==> src/design/rspg_pkg.sv <==
// shared constants, types and the arctangent table of the ring and sphere point generator
package rspg_pkg;

  localparam int IndexBits    = 16;
  localparam int CountBits    = 16;
  localparam int RadiusBits   = 16;
  localparam int FracBits     = 32;
  localparam int DivW         = IndexBits + FracBits;
  localparam int RemW         = CountBits + 1;
  localparam int LatRingsLog2 = 3;
  localparam int PolBits      = LatRingsLog2 + 1;
  localparam int CordicStages = 16;
  localparam int AtanEntries  = 24;
  localparam int CordicRun    = (CordicStages < AtanEntries) ? CordicStages : AtanEntries;
  localparam int CordicW      = 34;
  localparam int TrigW        = 17;
  localparam int PosW         = 17;
  localparam int OutW         = 3 * PosW;
  localparam int OutBusW      = ((OutW + 7) / 8) * 8;
  localparam int CfgAddrW     = 2;

  localparam logic signed [CordicW-1:0] GainQ30 = 34'sd652032874;

  localparam logic [CfgAddrW-1:0] RegTotal  = 2'd0;
  localparam logic [CfgAddrW-1:0] RegRadius = 2'd1;
  localparam logic [CfgAddrW-1:0] RegMode   = 2'd2;

  localparam logic ModeRing   = 1'b0;
  localparam logic ModeSphere = 1'b1;

  typedef struct packed {
    logic signed [TrigW-1:0] s;
    logic signed [TrigW-1:0] c;
  } trig_t;

  function automatic logic [31:0] atan_turn(input int unsigned i);
    logic [31:0] a;
    case (i)
      0:  a = 32'd536870912;
      1:  a = 32'd316933406;
      2:  a = 32'd167458907;
      3:  a = 32'd85004756;
      4:  a = 32'd42667331;
      5:  a = 32'd21354465;
      6:  a = 32'd10679838;
      7:  a = 32'd5340245;
      8:  a = 32'd2670163;
      9:  a = 32'd1335087;
      10: a = 32'd667544;
      11: a = 32'd333772;
      12: a = 32'd166886;
      13: a = 32'd83443;
      14: a = 32'd41722;
      15: a = 32'd20861;
      16: a = 32'd10430;
      17: a = 32'd5215;
      18: a = 32'd2608;
      19: a = 32'd1304;
      20: a = 32'd652;
      21: a = 32'd326;
      22: a = 32'd163;
      23: a = 32'd81;
      default: a = 32'd0;
    endcase
    return a;
  endfunction

endpackage

==> src/design/rspg_div.sv <==
// pipelined restoring divider, one quotient bit per stage, index and turn fraction in one pass
module rspg_div (
  input  logic                          clk_i,
  input  logic                          rst_ni,
  input  logic                          en_i,
  input  logic                          valid_i,
  input  logic [rspg_pkg::IndexBits-1:0] idx_i,
  input  logic [rspg_pkg::CountBits-1:0] div_i,
  output logic                          valid_o,
  output logic [rspg_pkg::DivW-1:0]      quo_o
);

  logic                           v_q   [rspg_pkg::DivW];
  logic [rspg_pkg::RemW-1:0]      rem_q [rspg_pkg::DivW];
  logic [rspg_pkg::DivW-1:0]      sh_q  [rspg_pkg::DivW];

  for (genvar k = 0; k < rspg_pkg::DivW; k++) begin : g_stage
    logic                      v_in;
    logic [rspg_pkg::RemW-1:0] rem_in;
    logic [rspg_pkg::DivW-1:0] sh_in;
    logic [rspg_pkg::RemW-1:0] t;
    logic                      ge;

    if (k == 0) begin : g_first
      assign v_in   = valid_i;
      assign rem_in = '0;
      assign sh_in  = {idx_i, {rspg_pkg::FracBits{1'b0}}};
    end else begin : g_next
      assign v_in   = v_q[k-1];
      assign rem_in = rem_q[k-1];
      assign sh_in  = sh_q[k-1];
    end

    assign t  = {rem_in[rspg_pkg::RemW-2:0], sh_in[rspg_pkg::DivW-1]};
    assign ge = t >= {1'b0, div_i};

    always_ff @(posedge clk_i or negedge rst_ni) begin
      if (!rst_ni) begin
        v_q[k] <= 1'b0;
      end else if (en_i) begin
        v_q[k] <= v_in;
      end
    end

    always_ff @(posedge clk_i) begin
      if (en_i) begin
        rem_q[k] <= ge ? (t - {1'b0, div_i}) : t;
        sh_q[k]  <= {sh_in[rspg_pkg::DivW-2:0], ge};
      end
    end
  end

  assign valid_o = v_q[rspg_pkg::DivW-1];
  assign quo_o   = sh_q[rspg_pkg::DivW-1];

endmodule

==> config.mk <==
export PLATFORM = sky130hd
export DESIGN_NAME = rspg_div
export DESIGN_NICKNAME = d
export VERILOG_FILES = /design/src/design/rspg_pkg.sv /design/src/design/rspg_div.sv
export SDC_FILE = /design/constraint.sdc
export NUM_CORES = 2
export LEC_CHECK = 0
export ABC_AREA = 0
export BUFFER_PORTS_ARGS = -buffer_cell sky130_fd_sc_hd__buf_2
export CAP_MARGIN = 5
export CORE_ASPECT_RATIO = 0.8
export CORE_MARGIN = 3
export CORE_UTILIZATION = 55
export DETAILED_ROUTE_END_ITERATION = 7
export HOLD_SLACK_MARGIN = 0.12
export PLACE_DENSITY = 0.83
export SLEW_MARGIN = 10
export SYNTH_ARGS = -nofsm -noshare
export SYNTH_HDL_FRONTEND = slang
export SYNTH_SLANG_ARGS = --single-unit
==> constraint.sdc <==
create_clock -name clk_i -period 3.1 [get_ports clk_i]
set_input_delay 0 -clock clk_i [delete_from_list [all_inputs] [get_ports clk_i]]
set_output_delay 0 -clock clk_i [all_outputs]
set_load 0.03 [all_outputs]
Word level (Yosys, flattened, before mapping) --
Memory sizes are Yosys's and may differ from the RTL's. Cells that the tools add are included.
Storage, ports and cells: memory bits (writable) 3120, register bits after elaboration 48, logic and storage cells 196, memories kept 2, input port bits 36, output and inout port bits 49
Memory list:
- sh_q | depth 48, bits a word 48, read ports 48, clocked after memory_dff 0, wr ports 48, line rspg_div.sv:15 | logic [rspg_pkg::DivW-1:0] sh_q [rspg_pkg::DivW];
- rem_q | depth 48, bits a word 17, read ports 47, clocked after memory_dff 0, wr ports 48, line rspg_div.sv:14 | logic [rspg_pkg::RemW-1:0] rem_q [rspg_pkg::DivW];
Cells by class: muxes and demuxes 50, $lt $le $gt $ge 48, add/subtract/negate cells 48
Operator list (count):
- $mux 17 | 48
- $ge 17x16->1 | 47
- $sub 17x16->17 | 47
- $sub 1x16->17 | 1
- $ge 1x16->1 | 1
- $mux 1 | 2

Depth between registers and ports, before layout --
An unclocked memory read counts as a cell.
depth after elaboration 3, depth in mapped cells 13, gate-level depth less buffers 12

Worst setup path before layout --
OpenSTA, ideal clock, no wires.
kind in2reg, start in div_i[1] (netlist bit), end mem rem_q[1][265] (netlist bit), data pin, stages 13, setup time 0.260 ns, data arrival time 3.350 ns, setup slack -0.509 ns, buffers on the path 2, data required time 2.840 ns, cell sequence inv_1 ha_1 nor2b_1 o2111a_1 nor3b_1 or3b_1 a31oi_1 or3_1 o21ai_1 a21o_1 buf_2 buf_4 mux2_2
RTL lines:
- start, declared | line rspg_div.sv:8 | input logic [rspg_pkg::CountBits-1:0] div_i,
- end, declared | line rspg_div.sv:14

==> metrics.cfg <==
[cells_and_area]
stdcell_count = 11300
post-route-util_pct = 65.1
num-nets-final = 9428
area_growth_pct = 17.3
fin_area_sq_um = 122000
layout-drive-gt1-share_pct = 20.8

[placement]
placed_cell_area_sq_um = 114000
place_inst = 10800
place_worst_setup_slack_ns = -0.268
dp_hpwl_microns = 150000
portBuffers = 84
gp_congestion = 0.912

[timing]
setup_viol = 0
fin_crit_ns = 3.09
max_clock_freq_mhz = 324
tns_ns = 0
finClkSkew_ns = 0.0526
post-route-period-util_pct = 99.6
hold_viol_final = 0
holdWs_ns = 0.204
fin_ws_ns = 0.0134
slew_headroom_pct = 27.2
rsz0062_at_grt = yes
slew_viol_final = 0
worst_pin_slew_ns = 1.09

[critical_path]
cp_slowest_stage_delay_ns = 0.43
startpoint_type = flip-flop
worst-path-max-fanout = 8
slowest_stage = edfxtp_1
cp-end-kind = flip-flop
crit_type = flip-flop to flip-flop
cp_cell_sequence = ha_4 -> a21o_1 -> a31o_2 -> or3_4 -> o221ai_4 -> nand2b_1 -> or2_1 -> a21oi_4 -> o21ai_4 -> mux2_4
crit_arrival_ns = 3.63
worst_ep_required_time_ns = 3.65

[routing]
post_drt_wl_per_cell_microns = 19.3
ant_nets = 0
vias_per_cell = 5.82
vias = 65700
drc = 1
routed_wl_microns = 218000
dr.pass1.iters = 8
drtIter0Drc = 5334

[power]
p_per_area_nw_per_um2 = 1070
fin_total_pwr_mw = 131
p_leak_nw = 47.3
ir_worst_vdd_mv = 0.678

[floorplan]
die_x_microns = 492
die_y_microns = 395
rows = 142
core_area_sq_um = 188000
dieArea_sq_um = 195000
io_pins = 85
start_util_pct = 55.5

[logic_synthesis]
avgSynthCellArea_sq_um = 13.7
synth_nets = 8444
synth_edf_count = 2048
synth-seq-cells = 2096
async_flop_share_pct = 2.29
seq_area_frac_synth_pct = 60.2
yosys.cell_types.count = 95
synth_top_area_share_pct = 59.1
ys.flop_type = edfxtp_1
synthTopCellsByArea = edfxtp_1 59%, ha_1 9.0%, mux2_2 5.3%
yosysTopAreaCell = edfxtp_1
synthCells = 7609
ys_warn_count = 0
synth_area_sq_um = 104000

[clock_network]
htree_levels = 4
clk_pin_slew_worst_paths_ns = 0.06
cts_tree = yes
cts.sinks = 2096
numCtsBuffers = 203
cts_buffer_depth = 3
clk_latency_ns = 0.84
root_buffer = clkbuf_16

[global_routing]
grt_util_met1_pct = 30.8
first_global_vias = 64900
grt_use_met3_pct = 3.71
grt_use_total_pct = 21.9
grt_remaining_overflow = 0
grtUsageMet2_pct = 35.1
grt_pass1_wl_microns = 346000
grt_max_degree = 184
grt-busiest-layer = met2
antenna_found_initial = 4

[run_status]
violations = design-rule violations
outcome = complete, but fails checks

[run]
maxCapViolCount = 0

[min_path]
hold_path.class = primary input to flip-flop

placed cells by master (no fill, tap or decap), drive strengths merged, types with 24 or more instances in the layout:
cell type	count
dfrtp	48
a31oi	65
xor2	179
o21ai	400
and2	33
nand2	318
clkinvlp	24
and3	29
o211ai	27
or3	54
fa	46
a21boi	33
edfxtp	2048
nor4	34
nor2b	126
and4	31
o31a	30
inv	195
a21oi	529
buf	817
a21o	214
xnor2	366
mux2	506
nand4	101
o21a	130
clkbuf	238
o21bai	29
clkinv	102
ha	753
a211oi	53
nor2	469
nand2b	111
mux2i	43
o41ai	30
nor3	163
dlygate4sd3	52
o31ai	37
nand3	81
metal layers:
layer	vias to the layer above	wire length (microns)
li1	31300	-
met1	32000	96100
met2	1942	101000
met3	487	13600
met4	4	6760
met5	-	27
path summary, 6_finish.rpt:
kind                          startpoint                to  slack, ns  depth (start not counted)
max                        rem_q[1][209]     rem_q[1][233]       0.01                         10
min in group asynchronous         rst_ni  g_stage[11].v_in       0.23                          4
min                             div_i[6]     rem_q[2][176]       0.20                          7
max reg2reg                rem_q[1][209]     rem_q[1][233]       0.01                         10
min reg2reg                 sh_q[0][429]      sh_q[0][478]       0.37                          0
max in group asynchronous         rst_ni  g_stage[27].v_in       2.66                          4
power by group:
| part | leakage (nW) | internal, mW | switching, mW |
|---|---|---|---|
| combinational | 23.4 | 30.7 | 29.4 |
| sequential | 20.6 | 41.7 | 4.07 |
| clock | 3.28 | 14.1 | 10.9 |
| total | 47.3 | 86.5 | 44.4 |
critical path, delay by kind of cell, from the launching register on:
kind / cells / cell delay (ns)
AO/OA/AOI/OAI: 5 / 1.00
adder cells (fa/ha/maj): 1 / 0.24
flip-flops: 1 / 0.43
multiplexers: 1 / 0.36
AND/OR/NAND/NOR: 3 / 0.76
final cells by class:
cell class | instances | area (sq um)
fill | 13400 | 65500
multi-input combinational | 5219 | 41000
clock buffer | 235 | 5240
inverter | 201 | 797
tap | 2520 | 3150
timing repair buffer | 872 | 7680
clock inverter | 142 | 1570
antenna | 1 | 2.50
sequential | 2096 | 62700
flip-flops by register name, summed over array words and instances, names as in the netlist:
register and cells:
rem_q 752, g_stage.v_in 47, sh_q 1296, valid_o 1
cell families (layout without fill, tap and decap cells):
kind of cell / count (synthesis) / in the layout / synth area share, %
AOI/OAI and AO/OA: 1713 / 1715 / 10.5
xor gates and xnor gates: 545 / 545 / 4.58
adders and majority gates: 799 / 799 / 9.93
buffers and inverters: 296 / 1450 / 1.20
DFF: 2096 / 2096 / 60.2
muxes: 549 / 549 / 5.91
other: 0 / 1 / 0
and+or+nand+nor: 1611 / 1611 / 7.70
cell usage after synthesis, drive strengths merged, types with 18 or more instances:
library cell	n
o31a	30
o21a	130
xnor2	366
a31oi	64
nor4	34
nand4	101
dfrtp	48
o21bai	29
and4	31
inv	200
a21boi	33
or3	54
nor3	163
ha	753
o41ai	30
clkbuf	48
edfxtp	2048
or2	18
fa	46
a31o	18
a211oi	53
a21oi	529
nand2b	111
buf	47
a21o	214
nand2	318
o211ai	27
and2	33
o31ai	37
mux2	506
nor2b	126
nor2	469
o21ai	399
nand3	81
mux2i	43
and3	29
xor2	179
timing repair:
item	4_1_cts	5_1_grt
endpoints found under the setup margin	18	257
hold buffers	53	0
pin swaps	4	35
gates resized for setup	9	95
gates cloned	0	5
setup buffers	6	31
endpoints found under the hold margin	1283	0
(Power assumes the default switching activity.)
