--- config.mk ---
export PLATFORM = sky130hd
export DESIGN_NAME = rspg_cordic
export DESIGN_NICKNAME = d
export VERILOG_FILES = /design/src/design/rspg_pkg.sv /design/src/design/rspg_cordic.sv
export SDC_FILE = /design/constraint.sdc
export NUM_CORES = 2
export LEC_CHECK = 0
export ABC_CLOCK_PERIOD_IN_PS = 5400
export BUFFER_PORTS_ARGS = -buffer_cell sky130_fd_sc_hd__buf_2
export CAP_MARGIN = 20
export CORE_UTILIZATION = 25
export DETAILED_ROUTE_END_ITERATION = 10
export GPL_TIMING_DRIVEN = 0
export PLACE_DENSITY_LB_ADDON = 0.25
export RECOVER_POWER = 50
export SYNTH_ARGS = -nofsm -noshare
export SYNTH_HDL_FRONTEND = slang
export SYNTH_SLANG_ARGS = --single-unit
--- constraint.sdc ---
create_clock -name clk_i -period 5.4 [get_ports clk_i]
set_input_delay 0.54 -clock clk_i [delete_from_list [all_inputs] [get_ports clk_i]]
set_output_delay 0.54 -clock clk_i [all_outputs]
set_load 0.02 [all_outputs]
--- src/design/rspg_pkg.sv ---
// shared constants, types and the arctangent table of the ring and sphere point generator
package rspg_pkg;

  localparam int IndexBits    = 16;
  localparam int CountBits    = 16;
  localparam int RadiusBits   = 16;
  localparam int FracBits     = 32;
  localparam int DivW         = IndexBits + FracBits;
  localparam int RemW         = CountBits + 1;
  localparam int LatRingsLog2 = 3;
  localparam int PolBits      = LatRingsLog2 + 1;
  localparam int CordicStages = 16;
  localparam int AtanEntries  = 24;
  localparam int CordicRun    = (CordicStages < AtanEntries) ? CordicStages : AtanEntries;
  localparam int CordicW      = 34;
  localparam int TrigW        = 17;
  localparam int PosW         = 17;
  localparam int OutW         = 3 * PosW;
  localparam int OutBusW      = ((OutW + 7) / 8) * 8;
  localparam int CfgAddrW     = 2;

  localparam logic signed [CordicW-1:0] GainQ30 = 34'sd652032874;

  localparam logic [CfgAddrW-1:0] RegTotal  = 2'd0;
  localparam logic [CfgAddrW-1:0] RegRadius = 2'd1;
  localparam logic [CfgAddrW-1:0] RegMode   = 2'd2;

  localparam logic ModeRing   = 1'b0;
  localparam logic ModeSphere = 1'b1;

  typedef struct packed {
    logic signed [TrigW-1:0] s;
    logic signed [TrigW-1:0] c;
  } trig_t;

  function automatic logic [31:0] atan_turn(input int unsigned i);
    logic [31:0] a;
    case (i)
      0:  a = 32'd536870912;
      1:  a = 32'd316933406;
      2:  a = 32'd167458907;
      3:  a = 32'd85004756;
      4:  a = 32'd42667331;
      5:  a = 32'd21354465;
      6:  a = 32'd10679838;
      7:  a = 32'd5340245;
      8:  a = 32'd2670163;
      9:  a = 32'd1335087;
      10: a = 32'd667544;
      11: a = 32'd333772;
      12: a = 32'd166886;
      13: a = 32'd83443;
      14: a = 32'd41722;
      15: a = 32'd20861;
      16: a = 32'd10430;
      17: a = 32'd5215;
      18: a = 32'd2608;
      19: a = 32'd1304;
      20: a = 32'd652;
      21: a = 32'd326;
      22: a = 32'd163;
      23: a = 32'd81;
      default: a = 32'd0;
    endcase
    return a;
  endfunction

endpackage

--- src/design/rspg_cordic.sv ---
// pipelined rotation cordic giving sine and cosine of a turn-fraction phase in signed Q2.15
module rspg_cordic (
  input  logic            clk_i,
  input  logic            rst_ni,
  input  logic            en_i,
  input  logic            valid_i,
  input  logic [31:0]     phase_i,
  output logic            valid_o,
  output rspg_pkg::trig_t trig_o
);

  localparam int N = rspg_pkg::CordicRun;

  logic                                 v_q    [N+1];
  logic                                 flip_q [N+1];
  logic signed [rspg_pkg::CordicW-1:0]  x_q    [N+1];
  logic signed [rspg_pkg::CordicW-1:0]  y_q    [N+1];
  logic signed [rspg_pkg::CordicW-1:0]  z_q    [N+1];

  logic        flip;
  logic [31:0] ph;

  assign flip = phase_i[31] ^ phase_i[30];
  assign ph   = {phase_i[31] ^ flip, phase_i[30:0]};

  always_ff @(posedge clk_i or negedge rst_ni) begin
    if (!rst_ni) begin
      v_q[0] <= 1'b0;
    end else if (en_i) begin
      v_q[0] <= valid_i;
    end
  end

  always_ff @(posedge clk_i) begin
    if (en_i) begin
      flip_q[0] <= flip;
      x_q[0]    <= rspg_pkg::GainQ30;
      y_q[0]    <= '0;
      z_q[0]    <= {{(rspg_pkg::CordicW-32){ph[31]}}, ph};
    end
  end

  for (genvar k = 0; k < N; k++) begin : g_stage
    localparam logic signed [rspg_pkg::CordicW-1:0] Atan =
      {{(rspg_pkg::CordicW-32){1'b0}}, rspg_pkg::atan_turn(k)};
    logic signed [rspg_pkg::CordicW-1:0] xs;
    logic signed [rspg_pkg::CordicW-1:0] ys;
    logic                                pos;

    assign xs  = x_q[k] >>> k;
    assign ys  = y_q[k] >>> k;
    assign pos = !z_q[k][rspg_pkg::CordicW-1];

    always_ff @(posedge clk_i or negedge rst_ni) begin
      if (!rst_ni) begin
        v_q[k+1] <= 1'b0;
      end else if (en_i) begin
        v_q[k+1] <= v_q[k];
      end
    end

    always_ff @(posedge clk_i) begin
      if (en_i) begin
        flip_q[k+1] <= flip_q[k];
        x_q[k+1]    <= pos ? (x_q[k] - ys) : (x_q[k] + ys);
        y_q[k+1]    <= pos ? (y_q[k] + xs) : (y_q[k] - xs);
        z_q[k+1]    <= pos ? (z_q[k] - Atan) : (z_q[k] + Atan);
      end
    end
  end

  logic signed [rspg_pkg::CordicW-1:0] xf, yf, xr, yr;
  logic signed [rspg_pkg::TrigW-1:0]   xc, yc;
  logic                                v_out_q;
  rspg_pkg::trig_t                     trig_q;

  assign xf = flip_q[N] ? -x_q[N] : x_q[N];
  assign yf = flip_q[N] ? -y_q[N] : y_q[N];
  assign xr = (xf + 34'sd16384) >>> 15;
  assign yr = (yf + 34'sd16384) >>> 15;

  always_comb begin
    if (xr > 34'sd32768) begin
      xc = 17'sd32768;
    end else if (xr < -34'sd32768) begin
      xc = -17'sd32768;
    end else begin
      xc = xr[rspg_pkg::TrigW-1:0];
    end
    if (yr > 34'sd32768) begin
      yc = 17'sd32768;
    end else if (yr < -34'sd32768) begin
      yc = -17'sd32768;
    end else begin
      yc = yr[rspg_pkg::TrigW-1:0];
    end
  end

  always_ff @(posedge clk_i or negedge rst_ni) begin
    if (!rst_ni) begin
      v_out_q <= 1'b0;
    end else if (en_i) begin
      v_out_q <= v_q[N];
    end
  end

  always_ff @(posedge clk_i) begin
    if (en_i) begin
      trig_q.s <= yc;
      trig_q.c <= xc;
    end
  end

  assign valid_o = v_out_q;
  assign trig_o  = trig_q;

endmodule

# Yosys cells after proc, flatten, opt, wreduce, memory -nomap -nowiden
# Memory sizes are Yosys's and may differ from the RTL's.
# Index checks and enable logic that the tools add are counted.
# Widths: inputs -> output; s select.
[op_classes]
n_addsub = 99
order_cmp = 4
mux = 54
bitwise = 2
reduce_logical = 2
[op_table]
columns = ["cell", "count"]
rows = [
  ["$mux 34", 50],
  ["$add 34x16->34 const B", 3],
  ["$add 34x19->34", 2],
  ["$add 34x20->34", 2],
  ["$add 34x21->34", 2],
  ["$add 34x22->34", 2],
  ["$add 34x23->34", 2],
  ["$add 34x24->34", 2],
  ["$add 34x25->34", 2],
  ["$add 34x26->34", 2],
  ["$add 34x27->34", 2],
  ["$add 34x28->34", 2],
  ["$add 34x29->34", 2],
  ["$add 34x30->34", 2],
  ["$add 34x31->34", 2],
  ["$add 34x32->34", 2],
  ["$add 34x33->34", 2],
  ["$neg 34->34", 2],
  ["$sub 34x19->34", 2],
  ["$sub 34x20->34", 2],
  ["$sub 34x21->34", 2],
  ["$sub 34x22->34", 2],
  ["$sub 34x23->34", 2],
  ["$sub 34x24->34", 2],
  ["48 further kinds", 64],
]
[word_totals]
ff_bits = 52
ramBits = 1751
in_bits = 36
elab_cells = 187
n_memories = 4
[mem_list]
columns = ["memory", "depth", "word_bits", "rd", "rd_ports_with_merged_regs", "wr", "line_no", "text"]
rows = [
  ["x_q", 17, 34, 17, 0, 17, "rspg_cordic.sv:16", "logic signed [rspg_pkg::CordicW-1:0] x_q [N+1];"],
  ["y_q", 17, 34, 17, 0, 17, "rspg_cordic.sv:17", "logic signed [rspg_pkg::CordicW-1:0] y_q [N+1];"],
  ["z_q", 17, 34, 16, 0, 17, "rspg_cordic.sv:18", "logic signed [rspg_pkg::CordicW-1:0] z_q [N+1];"],
  ["flip_q", 17, 1, 17, 0, 17, "rspg_cordic.sv:15", "logic flip_q [N+1];"],
]

# Depth between registers and ports, before layout
[logic_depth]
word_depth = 5
depth_mapped = 22

# Least setup slack after synthesis
# No wires, ideal clock.
[synth_timing]
path_kind = "reg-to-reg"
from = "memory z_q[0][101] in the netlist's numbering"
to = "memory y_q[0][134] in the netlist's numbering, data pin"
setup_time_ps = 258
arrival_time_ps = 4990
t_required_ps = 5142
setup_slack_ps = 153
stages_incl_launch_ff = 17
path_buffers = 3
period_less_slack_ps = 5247
cell_sequence = "edfxtp_1 > clkbuf_1 > buf_1 > clkbuf_1 > xor2_1 > ha_1 > and2_1 > a221o_1 > nor3_1 > a2111oi_0 > a2111oi_0 > a21oi_1 > o41ai_1 > o31ai_1 > a211o_1 > a21oi_1 > xnor2_1"
[synth_lines]
columns = ["item", "line_no"]
rows = [
  ["start, declared", "rspg_cordic.sv:18"],
  ["end, declared", "rspg_cordic.sv:17"],
]

==> results.py <==
metrics = {
    "layout": {
        "post-route-util": 0.286,
        "final_net_count": 15000,
        "drive_gt1_frac": 0.0556,
        "layout.filler_cells": 53300,
        "layout.cell_area.non_filler_mm2": 0.145,
        "layout-area-overhead-vs-synth_pct": 13.6,
    },
    "timing": {
        "final-max-slew-violation-count": 869,
        "post-route-period-util": 0.966,
        "achievable_clock_frequency_mhz": 192,
        "worst_slew_pin_tran_ns": 4.17,
        "clock_skew_ns": 0.0834,
        "normalized_max_slew_margin": -1.78,
        "layout_min_cycle_time_ns": 5.22,
        "timing.final.ws_setup_ns": 0.181,
        "setup_viol": 0,
        "hold_viol": 0,
        "fin_setup_tns_ns": 0,
    },
    "worst_setup_path": {
        "rr_worst_depth": 16,
        "timing_worst_setup_path_type": "flip-flop to flip-flop",
        "worst-endpoint-required_ns": 6.01,
        "cp-startpoint": "y_q[0][493]",
        "timing.critical_path.from_type": "flip-flop",
        "worstPathMaxFanout": 6,
        "r2r-start": "y_q[0][493]",
        "critical_path_max_stage_delay_ns": 0.52,
        "timing.critical_path.cells": "or3_1 > nor4_4 > a21oi_1 > xor2_1 > ha_1 > a21o_1 > a21o_1 > a211oi_1 > o31a_1 > buf_4 > o31ai_2 > o311a_1 > a211o_1 > o221a_2 > o311a_1 > a311o_1",
        "nature_of_the_critical_path_endpoint": "flip-flop",
        "critical_path.slowest_cell": "edfxtp_1",
        "reg2reg_to": "x_q[3][135]",
        "critPathCapture": "x_q[3][135]",
        "setup.reg_to_reg.worst_slack_ns": 0.18,
        "cp.arrival_ns": 5.83,
    },
    "cts": {
        "cts_max_level": 4,
        "cts_clock_pin_slew_for_the_worst_setup_and_hold_paths_ns": 0.05,
        "worst_skew_pair.late_latency_ns": 0.91,
        "clock-sinks": 1570,
        "number_of_buffers_between_clock_root_and_the_deepest_sink": 4,
        "clk_root_buffer_cell": "clkbuf_16",
        "clock_tree_from_tritoncts": "built",
        "numCtsBuffers": 205,
    },
    "floorplanning": {
        "design.die.area_mm2": 0.512,
        "i_o_pin_count": 71,
        "std_cell_rows": 261,
        "initial_core_util": 0.252,
        "die_w_um": 716,
        "core-area_mm2": 0.507,
        "die_height_um": 716,
    },
    "run_status": {
        "violations": "capacitance limit, slew limit",
        "run_status": "complete, but fails checks",
    },
    "yosys": {
        "postSynthCellCount": 13100,
        "post_synth_instance_area_mm2": 0.127,
        "synth-edff-count": 1552,
        "ys_ff_latch": 1570,
        "largest_cells_by_area_after_synthesis": "edfxtp_1 37%, ha_1 14%, xnor2_1 8.7%",
        "synth_top_family_by_area": "compound AO/OA/AOI/OAI gates",
        "synth-adder-area-share": 0.144,
        "synth_cell_types": 93,
        "post_synth_xor_area_fraction": 0.131,
        "yosys.area.top_type_share": 0.366,
        "share_of_synthesized_cell_area_in_and_or_nand_and_nor_gates": 0.139,
        "synth-async-reset-ratio": 0.0115,
        "syn_nets": 14600,
        "synth_ff_type": "edfxtp_1",
        "muxShareOfSynthArea": 0.00995,
        "synth_compound_area_frac": 0.185,
        "synth.yosys.warnings": 0,
        "netlist.top_cell.by_area": "edfxtp_1",
        "sequential_cell_area_fraction_in_the_yosys_report": 0.369,
        "avgSynthCellArea_um2": 9.71,
    },
    "detailed_routing": {
        "detail_route.wl_per_cell_um": 16.8,
        "drc_errors": 0,
        "drt-total-wl_mm": 342,
        "firstDrtPassIters": 6,
        "via_count": 97100,
        "drtIter0Drc": 5393,
        "route.detailed.vias_per_inst": 4.77,
        "antenna_left": 0,
    },
    "global_routing": {
        "grt_antenna_before_repair": 5,
        "grt_start_max_net_pins": 175,
        "grt_pass1_wl_mm": 538,
        "grt_pass1_vias": 95200,
        "track_usage": 0.130,
        "gr-total-overflow": 0,
    },
    "min_path": {
        "worst_hold_path_type": "input port to flip-flop",
    },
    "place": {
        "place.detailed.hpwl_mm": 271,
        "placedInstanceArea_mm2": 0.137,
        "dp_slack_ns": -2.08,
        "io_buffer_count": 70,
        "routability_congestion": 0.877,
    },
    "run": {
        "max-cap-violations": 6,
    },
}
## how the worst min path moves through the flow
| stage | startpoint | end | slack [ns] | depth (start not counted) |
|---|---|---|---|---|
| 3_3_place_gp | z_q[0][18] | z_q[0][52] | 0.40 | 0 |
| 5_1_grt | en_i | flip_q[0] | 0.16 | 1 |
| 2_1_floorplan | rst_ni | v_q[0] | 0.24 | 0 |
| 4_1_cts | rst_ni | v_q[0] | 0.02 | 2 |
| 6_report | en_i | flip_q[0] | 0.20 | 1 |
| 3_5_place_dp | flip_q[14] | flip_q[15] | 0.40 | 0 |
## metal layers
metal,vias up,share of wire,global-route usage
met5,-,0,0
met4,0,0.031,0.0389
met3,457,0.036,0.0141
met2,1481,0.48,0.229
met1,45700,0.45,0.166
li1,49500,-,-
## metrics by stage
stage | hold WS, ns | cells
2_1_floorplan | 0.244 | 13100
3_3_place_gp | 0.402 | 19900
3_5_place_dp | 0.405 | 19900
4_1_cts | 0.0217 | 20300
5_1_grt | 0.156 | 20400
6_report | 0.200 | 20400
## cell usage after synthesis, types with 87 or more instances
cell type / n
a211oi_1: 107
a21o_1: 548
a21oi_1: 1402
a31oi_1: 151
and2_1: 87
and3_1: 130
clkbuf_1: 149
edfxtp_1: 1552
ha_1: 1397
inv_1: 522
nand2_1: 622
nand2b_1: 210
nand3_1: 241
nor2_1: 1199
nor2b_1: 180
nor3_1: 415
nor4_1: 123
o21a_1: 199
o21ai_0: 553
o21bai_1: 161
or3_1: 100
xnor2_1: 1264
xor2_1: 640
## cells in the final DEF (no fill, tap or decap), types with 48 or more instances in the layout
master,Yosys,layout
xor2_1,640,634
and3_1,130,130
a211oi_1,107,102
edfxtp_1,1552,1552
nor3_1,415,404
nor4_1,123,102
xnor2_1,1264,1255
nand2b_1,210,210
clkbuf_1,149,196
nor2b_1,180,180
nand4_1,84,84
mux2_2,69,61
o31ai_1,60,55
inv_1,522,521
o21bai_1,161,161
a21o_1,548,548
a211o_1,53,53
nand2_1,622,621
nand3_1,241,241
and2_1,87,86
nor2_1,1199,1198
ha_1,1397,1394
mux2i_1,49,48
o21ai_0,553,547
or2_2,59,59
clkbuf_16,0,206
or3_1,100,100
a31oi_1,151,149
a21oi_1,1402,1399
o21a_1,199,198
## registers in the layout, indices dropped and copies added, names as in the netlist
signal and count:
flip_q 17, x_q 484, z_q 506, valid_o 1, v_q 17, y_q 511
trig_o 34
## critical path, delay by kind of cell, from the launching register on
kind / cells / cell delay [ns]
AO/OA/AOI/OAI: 11 / 2.70
XOR/XNOR: 1 / 0.34
adder cells (fa/ha/maj): 1 / 0.38
flip-flops: 1 / 0.52
buffers and inverters: 1 / 0.15
AND/OR/NAND/NOR: 2 / 0.86
## cell type report
class | instances | area, µm² | share of cell area
multi-input cells | 10800 | 78400 | 0.542
flip-flops and latches | 1570 | 47100 | 0.325
well taps | 6706 | 8390 | 0.0580
clock buffers | 233 | 5260 | 0.0363
inverters | 525 | 1980 | 0.0137
repair buffers | 179 | 1450 | 0.0100
clock inverters | 135 | 1290 | 0.00889
plain buffers | 195 | 873 | 0.00604
repair inverters | 2 | 10.0 | 0.0000692
diodes | 1 | 2.50 | 0.0000173
## logic make-up after synthesis
group	Yosys count
XOR/XNOR	1904
buffers and inverters	728
AND/OR/NAND/NOR	3626
adder cells (fa/ha/maj)	1441
multiplexers	118
AO/OA/AOI/OAI	3727
flip-flops	1570
## timing repair
item / 4_1_cts / 5_1_grt
hold endpoints to repair: 50 / 0
pin swaps: 2 / 9
cloned: 2 / 0
setup buffers: 27 / 23
resized for setup: 112 / 116
hold buffers: 33 / 0
setup endpoints to repair: 373 / 106
Power is not shown: default switching activity piles up to over one toggle a cycle in this logic, so the estimate is an artifact.
